**src/rtl/core/psg_tone_noise_generator_unit_defines.svh**
```systemverilog
// Assertion macros shared by the PSG tone/noise generator RTL.
// Included by files that carry concurrent checks; no other dependencies.
`ifndef PSG_TONE_NOISE_GENERATOR_UNIT_DEFINES_SVH
`define PSG_TONE_NOISE_GENERATOR_UNIT_DEFINES_SVH

// same-cycle implication, gated off during reset
`define PSGTN_ASSERT_IMP(lbl, clk_s, rst_s, ante, cons) \
  lbl: assert property (@(posedge clk_s) disable iff (rst_s) (ante) |-> (cons)) \
    else $error("psgtn: same-cycle check failed");

// next-cycle implication, gated off during reset
`define PSGTN_ASSERT_NEXT(lbl, clk_s, rst_s, ante, cons) \
  lbl: assert property (@(posedge clk_s) disable iff (rst_s) (ante) |=> (cons)) \
    else $error("psgtn: next-cycle check failed");

`endif

```
**src/rtl/core/psgtn_pkg.sv**
```systemverilog
// Shared types, constants and the volume table for the PSG tone/noise generator.
// No dependencies.
package psgtn_pkg;

  typedef enum logic {
    FUNC_WRITE = 1'b0,
    FUNC_TICK  = 1'b1
  } func_t;

  typedef logic [3:0]  atten_t;
  typedef logic [9:0]  period_t;
  typedef logic [15:0] count_t;
  typedef logic [12:0] vol_t;

  localparam logic [1:0]  NOISE_CH   = 2'd3;
  localparam logic [15:0] NOISE_TAPS = 16'h0009;
  localparam logic [15:0] NOISE_SEED = 16'h8000;
  localparam logic [15:0] NOISE_BASE = 16'h0010;
  localparam logic [1:0]  RATE_TONE2 = 2'd3;

  // what the mixer sees of each channel
  typedef struct packed {
    logic [3:0][3:0] atten;
    logic [3:0]      polarity;
  } chan_view_t;

  function automatic vol_t vol_level(input atten_t a);
    vol_t v;
    case (a)
      4'd0:    v = 13'd8191;
      4'd1:    v = 13'd6507;
      4'd2:    v = 13'd5168;
      4'd3:    v = 13'd4105;
      4'd4:    v = 13'd3261;
      4'd5:    v = 13'd2590;
      4'd6:    v = 13'd2057;
      4'd7:    v = 13'd1642;
      4'd8:    v = 13'd1298;
      4'd9:    v = 13'd1031;
      4'd10:   v = 13'd819;
      4'd11:   v = 13'd650;
      4'd12:   v = 13'd516;
      4'd13:   v = 13'd410;
      4'd14:   v = 13'd326;
      default: v = 13'd0;
    endcase
    return v;
  endfunction

endpackage

```
**src/rtl/core/psg_tone_noise_generator_unit.sv**
```systemverilog
// Top level of the PSG tone/noise generator: input register, chip state,
// mixer and result register. Depends on psgtn_pkg, psgtn_regs, psgtn_mix.
//
//  channel  | direction | tdata           | tuser
//  ---------+-----------+-----------------+---------
//  s_axis   | in        | [7:0] data_byte | [0] func
//  m_axis   | out       | [15:0] mixed_sample (signed) | -
//
// One request per cycle unless the result stalls.
// The state update and mix are combinational between the input and
// result registers. Reset clears all chip state (volumes loud, polarity low,
// LFSR zero). A stalled result holds the input register; the input side
// stays ready while that register is empty.
`include "psg_tone_noise_generator_unit_defines.svh"

module psg_tone_noise_generator_unit (
  input  logic        clk,
  input  logic        rst,
  input  logic        s_axis_tvalid,
  output logic        s_axis_tready,
  input  logic [7:0]  s_axis_tdata,   // [7:0] data_byte
  input  logic        s_axis_tuser,   // [0] func
  output logic        m_axis_tvalid,
  input  logic        m_axis_tready,
  output logic [15:0] m_axis_tdata    // [15:0] mixed_sample
);
  import psgtn_pkg::*;

  logic               in_valid;
  func_t              in_func;
  logic [7:0]         in_data;
  logic               out_valid;
  logic signed [15:0] out_sample;
  logic               advance;
  chan_view_t         chan_next;
  logic signed [15:0] mix_sample;

  assign advance       = in_valid && (!out_valid || m_axis_tready);
  assign s_axis_tready = !in_valid || advance;
  assign m_axis_tvalid = out_valid;
  assign m_axis_tdata  = out_sample;

  always_ff @(posedge clk) begin
    if (rst) begin
      in_valid  <= 1'b0;
      out_valid <= 1'b0;
    end else begin
      if (s_axis_tready) begin
        in_valid <= s_axis_tvalid;
      end
      if (advance) begin
        out_valid <= 1'b1;
      end else if (m_axis_tready) begin
        out_valid <= 1'b0;
      end
    end
  end

  always_ff @(posedge clk) begin
    if (s_axis_tvalid && s_axis_tready) begin
      in_func <= func_t'(s_axis_tuser);
      in_data <= s_axis_tdata;
    end
    if (advance) begin
      out_sample <= mix_sample;
    end
  end

  psgtn_regs u_regs (
    .clk       (clk),
    .rst       (rst),
    .step      (advance),
    .func      (in_func),
    .data_byte (in_data),
    .view      (chan_next)
  );

  psgtn_mix u_mix (
    .view   (chan_next),
    .sample (mix_sample)
  );

  `PSGTN_ASSERT_NEXT(a_adv_fills_out, clk, rst, advance, out_valid)
  `PSGTN_ASSERT_IMP(a_empty_ready, clk, rst, !in_valid, s_axis_tready)
  `PSGTN_ASSERT_NEXT(a_stall_holds_in, clk, rst, in_valid && !advance,
    in_valid && $stable(in_data))

endmodule

```
**src/rtl/core/psgtn_regs.sv**
```systemverilog
// Chip register file, tone counters and noise LFSR of the PSG generator.
// Depends on psgtn_pkg and the assertion macro header.
`include "psg_tone_noise_generator_unit_defines.svh"

module psgtn_regs (
  input  logic                   clk,
  input  logic                   rst,
  input  logic                   step,
  input  psgtn_pkg::func_t       func,
  input  logic [7:0]             data_byte,
  output psgtn_pkg::chan_view_t  view
);
  import psgtn_pkg::*;

  period_t [3:0] period, period_next;
  count_t  [3:0] counter, counter_next;
  atten_t  [3:0] atten, atten_next;
  logic    [3:0] polarity, polarity_next;
  logic [15:0]   noise, noise_next;
  logic [1:0]    latched_ch, latched_ch_next;
  logic          latched_vol, latched_vol_next;

  count_t [3:0]  cnt_dec;
  logic          latch;
  logic [1:0]    ch;
  logic          is_vol;
  logic [1:0]    rate;
  logic          fb;
  count_t        noise_reload;

  always_comb begin
    for (int i = 0; i < 4; i++) begin
      cnt_dec[i] = counter[i] - 16'd1;
    end
    latch  = data_byte[7];
    ch     = latch ? data_byte[6:5] : latched_ch;
    is_vol = latch ? data_byte[4] : latched_vol;
    rate   = period[3][1:0];
    case (rate)
      RATE_TONE2: noise_reload = {6'd0, period[2]};
      default:    noise_reload = NOISE_BASE << rate;
    endcase
    // white noise taps bits 0 and 3, periodic recirculates bit 0
    fb = period[3][2] ? ^(noise & NOISE_TAPS) : noise[0];
  end

  always_comb begin
    period_next      = period;
    counter_next     = counter;
    atten_next       = atten;
    polarity_next    = polarity;
    noise_next       = noise;
    latched_ch_next  = latched_ch;
    latched_vol_next = latched_vol;
    if (step) begin
      if (func == FUNC_TICK) begin
        for (int i = 0; i < 3; i++) begin
          counter_next[i] = cnt_dec[i];
          if (cnt_dec[i] == 16'd0) begin
            counter_next[i]  = {6'd0, period[i]};
            polarity_next[i] = ~polarity[i];
          end
        end
        counter_next[3] = cnt_dec[3];
        if (cnt_dec[3] == 16'd0) begin
          counter_next[3]  = noise_reload;
          noise_next       = {fb, noise[15:1]};
          polarity_next[3] = noise[1];
        end
      end else begin
        latched_ch_next  = ch;
        latched_vol_next = is_vol;
        if (is_vol) begin
          atten_next[ch] = data_byte[3:0];
        end else if (latch && ch == NOISE_CH) begin
          period_next[3] = {7'd0, data_byte[2:0]};
          noise_next     = NOISE_SEED;
        end else if (latch) begin
          period_next[ch] = {period[ch][9:4], data_byte[3:0]};
        end else begin
          period_next[ch]  = {data_byte[5:0], period[ch][3:0]};
          counter_next[ch] = {6'd0, data_byte[5:0], period[ch][3:0]};
        end
      end
    end
  end

  always_ff @(posedge clk) begin
    if (rst) begin
      period      <= '0;
      counter     <= '0;
      atten       <= '0;
      polarity    <= '0;
      noise       <= '0;
      latched_ch  <= '0;
      latched_vol <= 1'b0;
    end else begin
      period      <= period_next;
      counter     <= counter_next;
      atten       <= atten_next;
      polarity    <= polarity_next;
      noise       <= noise_next;
      latched_ch  <= latched_ch_next;
      latched_vol <= latched_vol_next;
    end
  end

  assign view.atten    = atten_next;
  assign view.polarity = polarity_next;

  `PSGTN_ASSERT_NEXT(a_noise_reseed, clk, rst,
    step && func == FUNC_WRITE && data_byte[7] && data_byte[6:5] == NOISE_CH && !data_byte[4],
    noise == NOISE_SEED)
  `PSGTN_ASSERT_NEXT(a_write_keeps_pol, clk, rst, step && func == FUNC_WRITE,
    polarity == $past(polarity))
  `PSGTN_ASSERT_NEXT(a_idle_keeps_cnt, clk, rst, !step, $stable(counter))

endmodule

```
**src/rtl/core/psgtn_mix.sv**
```systemverilog
// Four-channel mixer: signed sum of table volumes per channel polarity.
// Depends on psgtn_pkg.
module psgtn_mix (
  input  psgtn_pkg::chan_view_t view,
  output logic signed [15:0]    sample
);
  import psgtn_pkg::*;

  logic signed [3:0][15:0] term;

  always_comb begin
    for (int i = 0; i < 4; i++) begin
      term[i] = view.polarity[i] ? {3'd0, vol_level(view.atten[i])}
                                 : -{3'd0, vol_level(view.atten[i])};
    end
    sample = (term[0] + term[1]) + (term[2] + term[3]);
  end

endmodule
```
**config.mk**
```make
export PLATFORM = sky130hd
export DESIGN_NAME = psg_tone_noise_generator_unit
export DESIGN_NICKNAME = d
export VERILOG_FILES = /design/src/rtl/core/psgtn_pkg.sv /design/src/rtl/core/psg_tone_noise_generator_unit.sv /design/src/rtl/core/psgtn_regs.sv /design/src/rtl/core/psgtn_mix.sv
export VERILOG_INCLUDE_DIRS = /design/src /design/src/rtl/core
export SDC_FILE = /design/constraint.sdc
export NUM_CORES = 1
export LEC_CHECK = 0
export ABC_AREA = 1
export BUFFER_PORTS_ARGS = -buffer_cell sky130_fd_sc_hd__buf_4
export CAP_MARGIN = 15
export CORE_ASPECT_RATIO = 1.2
export CORE_UTILIZATION = 46
export DETAILED_ROUTE_END_ITERATION = 8
export GPL_ROUTABILITY_DRIVEN = 0
export PLACE_DENSITY = 0.75
export SETUP_SLACK_MARGIN = 0.2
export SLEW_MARGIN = 0
export SYNTH_ARGS = -nofsm -noshare
export SYNTH_HDL_FRONTEND = slang
export SYNTH_SLANG_ARGS = --single-unit
```
**constraint.sdc**
```tcl
create_clock -name clk -period 5.3 [get_ports clk]
set_input_delay 0 -clock clk [delete_from_list [all_inputs] [get_ports clk]]
set_output_delay 0 -clock clk [all_outputs]
set_load 0.01 [all_outputs]
```
Yosys cells after proc, flatten, opt, wreduce, memory -nomap -nowiden:

Memories as Yosys holds them, arrays and structs flattened.
Cells that the tools add are included.

* ROM bits: 1664
* memories: 8
* flip-flop bits (word level): 170
* output and inout port bits: 18
* word-level logic and storage cells: 120

* shift operators: 1
* multiplexer cells: 45
* bitwise operators: 6
* add/sub/neg operators: 11
* equality and inequality tests: 6
* reductions and logical operators: 20
* $lt $le $gt $ge: 2

Memories
* (no name shown): words 16, bits a word 13, rd ports 1, clocked after memory_dff 0, wr ports 0, RTL line psgtn_pkg.sv:29 `case (a)`
* (no name shown): words 16, bits a word 13, rd ports 1, clocked after memory_dff 0, wr ports 0, RTL line psgtn_pkg.sv:29
* (no name shown): words 16, bits a word 13, rd ports 1, clocked after memory_dff 0, wr ports 0, RTL line psgtn_pkg.sv:29
* (no name shown): words 16, bits a word 13, rd ports 1, clocked after memory_dff 0, wr ports 0, RTL line psgtn_pkg.sv:29
* (no name shown): words 16, bits a word 13, rd ports 1, clocked after memory_dff 0, wr ports 0, RTL line psgtn_pkg.sv:29
* (no name shown): words 16, bits a word 13, rd ports 1, clocked after memory_dff 0, wr ports 0, RTL line psgtn_pkg.sv:29
* +2 memories

Operators with widths (count)
* 16-bit two-way mux: 17
* 64-bit two-way mux: 4
* 40-bit bitwise mux: 2
* 64-bit bitwise mux: 1
* 16-bit logical NOT: 4
* 13-bit negator with 16-bit output: 4
* 16-bit by 1-bit subtractor with 16-bit output, second input constant: 4
* 16-bit adder: 3
* 40-bit two-way mux: 1
* 16-bit demux with 2-bit select: 1
* 10-bit two-way mux: 3
* 10-bit binary-select mux with 2-bit select: 1
* 10-bit demux with 2-bit select: 1
* 16-bit bitwise mux: 1
* 16-bit parity: 1
* 5-bit by 2-bit << shifter with 16-bit output, first input constant: 1
* 4-bit two-way mux: 3
* 4-bit AND reduction: 3
* 4-bit demux with 2-bit select: 1
* 1-bit two-way mux: 8
* 2-bit inequality test, second input constant: 3
* 1-bit NOT: 6
* 2-bit equality test, second input constant: 2
* 1-bit logical AND: 4
* other kinds (9): 12

Longest topological paths before layout:

An unclocked memory read counts as a cell.

* depth after elaboration: 14
* depth in mapped cells: 41

Hierarchy:

A second synthesis with hierarchy kept.

* cells, all modules: 2164
* area total of the unflattened synthesis: 13778.2 µm²

By module, submodules not included
* psgtn_regs: instances 1, area an instance 8854.7 µm², cells an instance 1457
* psgtn_mix: instances 1, area an instance 4081.4 µm², cells an instance 670
* psg_tone_noise_generator_unit: instances 1, area an instance 842.1 µm², cells an instance 37

Least setup slack after synthesis:

OpenSTA, ideal clock, no wires.

* path kind: register -> register
* start point: register in_data[7]
* end point: register out_sample[13], in the netlist m_axis_tdata[13] (data pin)
* path slack: -0.382 ns
* buffers on the path: 1
* clock period less this slack: 5.682 ns
* data arrival time: 5.423 ns
* cell stages (with the launch flop): 39
* cell sequence: edfxtp_1 > buf_6 > inv_8 > nand2_1 > nand2_4 > nand2_4 > inv_4 > nand2_4 > o21ai_2 > inv_1 > ha_1 > nand2_1 > nand2_2 > a21oi_1 > or2_2 > inv_1 > ha_1 > nand2_1 > (+3 left out) > fa_1 > inv_1 > ha_1 > fa_1 > nand3_1 > nand2_1 > a21oi_1 > o21bai_1 > nand2_1 > nand2_1 > a21oi_1 > nor2_1 > o21ai_0 > nand2_1 > nand2_1 > nand2_1 > a21oi_1 > xnor2_1

RTL lines
* start: declaration: RTL line psg_tone_noise_generator_unit.sv:31 `logic [7:0] in_data;`
* start signal: assignment: RTL line psg_tone_noise_generator_unit.sv:62 `in_data <= s_axis_tdata;`
* end signal: assignment: RTL line psg_tone_noise_generator_unit.sv:65 `out_sample <= mix_sample;`
* end: declaration: RTL line psg_tone_noise_generator_unit.sv:33 `logic signed [15:0] out_sample;`

Final worst setup path:

* start point: register u_regs.counter[33] (netlist bit)
* end point: register out_sample[13], in the netlist m_axis_tdata[13] (data pin)

* word-level cells in the longest chain between the ends: 8

RTL lines
* start: declaration: RTL line psgtn_regs.sv:16 `count_t [3:0] counter, counter_next;`
* start signal: assignment: RTL line psgtn_regs.sv:99 `counter <= counter_next;`
* 16-bit by 1-bit subtractor with 16-bit output: RTL line psgtn_regs.sv:33 `cnt_dec[i] = counter[i] - 16'd1;`
* 16-bit logical NOT: RTL line psgtn_regs.sv:59 `if (cnt_dec[i] == 16'd0) begin`
* 1-bit two-way mux: RTL line psgtn_regs.sv:59
* 4-bit two-way mux: RTL line psgtn_regs.sv:56 `if (func == FUNC_TICK) begin`
* 4-bit two-way mux: RTL line psgtn_regs.sv:55 `if (step) begin`
* 16-bit two-way mux: RTL line psgtn_mix.sv:13 `term[i] = view.polarity[i] ? {3'd0, vol_level(view.atten[i])}`
* 16-bit adder (2 in series): RTL line psgtn_mix.sv:16 `sample = (term[0] + term[1]) + (term[2] + term[3]);`
* net mix_sample[13]: RTL line psg_tone_noise_generator_unit.sv:36 `logic signed [15:0] mix_sample;`

The timed path passes the listed nets, and every way through them passes these cells.
A chain may end at the register's enable or synchronous reset.

==> results_dict.tcl <==
set metrics [dict create \
    worst_ep_arrival_time_ps 5710 \
    yosys_warnings 0 \
    crit_fanout 8 \
    timing.final.crit_share 1.04 \
    p_per_area_mw_per_mm2 228 \
    synth_area_mm2 0.0132 \
    portBuffers 30 \
    io_pins 31 \
    path_buf_inv 4 \
    crit_path_max_incr_delay_ps 500 \
    grt_use_total 0.272 \
    clk_latency_ps 450 \
    avgSynthCellArea_um2 6.83 \
    ys.flop_type "dfxtp_1" \
    dieHeight_um 188 \
    power.internal_mw 2.44 \
    layout_min_cycle_time_ps 5510 \
    die_w_um 157 \
    htreeDepth 4 \
    swShare 0.340 \
    p_comb_frac 0.278 \
    setup_viol 5 \
    multiInputGateArea_mm2 0.00877 \
    syn_to_final_growth_pct 23.1 \
    rsz0062_at_grt "yes" \
    outcome "finished, violations left" \
    critPathKind "flip-flop to flip-flop" \
    synth-async-reset-ratio 0 \
    max_cap_violations 0 \
    vias 13800 \
    drv_slew 0 \
    ff_latch_area_mm2 0.00365 \
    violations "setup timing" \
    syn-num-nets 2022 \
    gr-total-overflow 0 \
    path_delay_family "simple AND/OR/NAND/NOR gates" \
    yosysSeqAreaShare 0.276 \
    num_antenna_cells 0 \
    finalWorstSetupSlack_ps -208 \
    cpMostUsedCell "nand2_1" \
    hp-class "primary input to flip-flop" \
    wl_per_cell_um 15.8 \
    synth_xor_area_frac 0.0623 \
    ant_nets 0 \
    drt_iter0_drc 1329 \
    power_leakage_nw 7.27 \
    grt_max_degree 64 \
    core_mm2 0.0281 \
    cts_root_buffer "clkbuf_16" \
    fin_cells 2505 \
    net-switching-power_mw 1.26 \
    clock_sinks 170 \
    place_hpwl_mm 29.2 \
    start_kind "flip-flop" \
    synth_edf_count 25 \
    synth_top_family_by_area "simple AND/OR/NAND/NOR gates" \
    nFillCells 2461 \
    r2r_slack_ps -210 \
    cpMaxStageDelayCell "fa_1" \
    synth_compound_area_frac 0.181 \
    synthSimpleGateAreaFrac 0.289 \
    ir_drop_uv 229 \
    via_per_inst 5.49 \
    hold_viol_final 0 \
    grt_pass1_wl_mm 63.8 \
    first_pass_iters 6 \
    syn_inst 1936 \
    fin_skew_ps 11.5 \
    synthAdderAreaFrac 0.0861 \
    fin_util 0.579 \
    wl_mm 39.5 \
    dp_cells 2450 \
    die_area_mm2 0.0294 \
    antenna_found_initial 0 \
    cts_tree "built" \
    timing.fmax_mhz 182 \
    start_util 0.471 \
    p_seq_frac 0.380 \
    setup.worst_path.end_class "flip-flop" \
    p_clk_frac 0.342 \
    worst_pin_slew_ps 1180 \
    synth_mux_area_frac 0 \
    numCtsBuffers 17 \
    first_global_vias 13500 \
    ys_ff_latch 170 \
    fin_nets 2199 \
    required_ps 5500 \
    relSlewSlack 0.215 \
    path_clk_slew_ps 70 \
    synth.distinct_cells 57 \
    rows 67 \
    drive_above_1_share 0.217 \
    clk_path_buf_depth 2 \
    remaining_drc_errors 0 \
]
==> path summary, 6_finish.rpt <==
kind,startpoint,depth (start not counted),to
max,u_regs.counter[33],33,m_axis_tdata[13]
min reg2reg,u_regs.period[36],2,u_regs.period[36]
max reg2reg,u_regs.counter[33],33,m_axis_tdata[13]
min,rst,2,u_regs.atten[7]
==> layout by cell type, fill, tap and decap left out, types with 25 or more instances in the layout <==
| master | instances |
|---|---|
| a211oi_1 | 30 |
| a21oi_1 | 134 |
| a221oi_1 | 28 |
| buf_4 | 206 |
| dfxtp_1 | 145 |
| edfxtp_1 | 25 |
| fa_1 | 29 |
| ha_1 | 27 |
| inv_1 | 244 |
| nand2_1 | 375 |
| nand2_2 | 38 |
| nand3_1 | 90 |
| nor2_1 | 209 |
| nor2_2 | 26 |
| o21ai_0 | 107 |
| xor2_1 | 72 |
==> synthesized netlist by cell type, drive strengths merged, types with 3 or more instances <==
cell type,number,share of area
a21oi,151,0.058
nand2,440,0.14
or2,6,0.0028
ha,43,0.041
o21ai,134,0.054
buf,15,0.011
edfxtp,25,0.057
inv,275,0.079
o21a,6,0.0034
fa,30,0.045
o211ai,9,0.0055
nand3b,6,0.0034
dfxtp,145,0.22
nor2,244,0.075
nand4,17,0.0080
nor3,21,0.0088
xor2,75,0.050
clkbuf,49,0.014
a221oi,28,0.019
a211oi,31,0.018
clkinv,4,0.0012
xnor2,19,0.013
nor4,5,0.0024
nand3,106,0.046
a31oi,25,0.012
o22ai,10,0.0047
a22oi,3,0.0017
==> power by group through the flow <==
stage	combinational, mW	clock (mW)	sequential (mW)
floorplan	0.668	0	1.43
finish	1.03	1.27	1.41
global placement	0.934	0	1.43
global route	1.14	1.32	1.41
CTS	0.981	1.27	1.41
detailed placement	0.955	0	1.44
==> final cells by class <==
class	instances	share of cell area
Clock buffer	19	0.0279
Clock inverter	13	0.00800
Inverter	279	0.0666
Multi-Input combinational cell	1424	0.539
Sequential cell	170	0.225
Tap cell	379	0.0291
Timing Repair Buffer	221	0.105
==> what timing repair did <==
item	in CTS	in global routing
cloned	0	1
endpoints found under the hold margin	11	0
hold buffers	11	0
resized for setup	22	69
pin swaps	15	26
endpoints found under the setup margin	7	10
buffers inserted	5	6
==> state kept, by name, summed over array words and instances (netlist names) <==
register,flops
u_regs.period,40
u_regs.latched_ch,2
m_axis_tvalid,1
u_regs.atten,16
in_func,1
u_regs.counter,64
u_regs.polarity,4
u_regs.noise,16
in_data,8
u_regs.latched_vol,1
m_axis_tdata,16
in_valid,1
==> cell families after synthesis <==
group           after synthesis
fa+ha+maj                    73
buf+inv                     343
flops                       170
simple gates                848
compound gates              408
xor+xnor                     94
==> worst reg2reg max path: cells and delay by family (launching register included) <==
family,cells,cell delay (ps)
AND/OR/NAND/NOR,17,1870
flip-flops,1,310
buffers and inverters,4,390
AO/OA/AOI/OAI,5,600
XOR/XNOR,3,470
adder cells (fa/ha/maj),4,1610
==> per-stage QoR <==
stage	worst slack (ps)	instance area [um^2]	hold slack (ps)	power (mW)	TNS, ps
floorplan	18.3	13500	98.9	2.10	0
global placement	-195	15100	180	2.37	-700
detailed placement	-284	15100	180	2.39	-1130
CTS	-125	15900	18.3	3.66	-345
global route	-475	16300	37.6	3.88	-2340
finish	-208	16300	21.1	3.71	-816
==> layer usage <==
layer / vias to the layer above / GRT usage / routed length (um)
met5: - / 0 / 0
met4: 0 / 0.195 / 2720
met3: 169 / 0.0465 / 2480
met2: 557 / 0.472 / 19400
met1: 6338 / 0.297 / 14900
li1: 6686 / - / -
No activity file was read; power rests on OpenSTA's default activity.
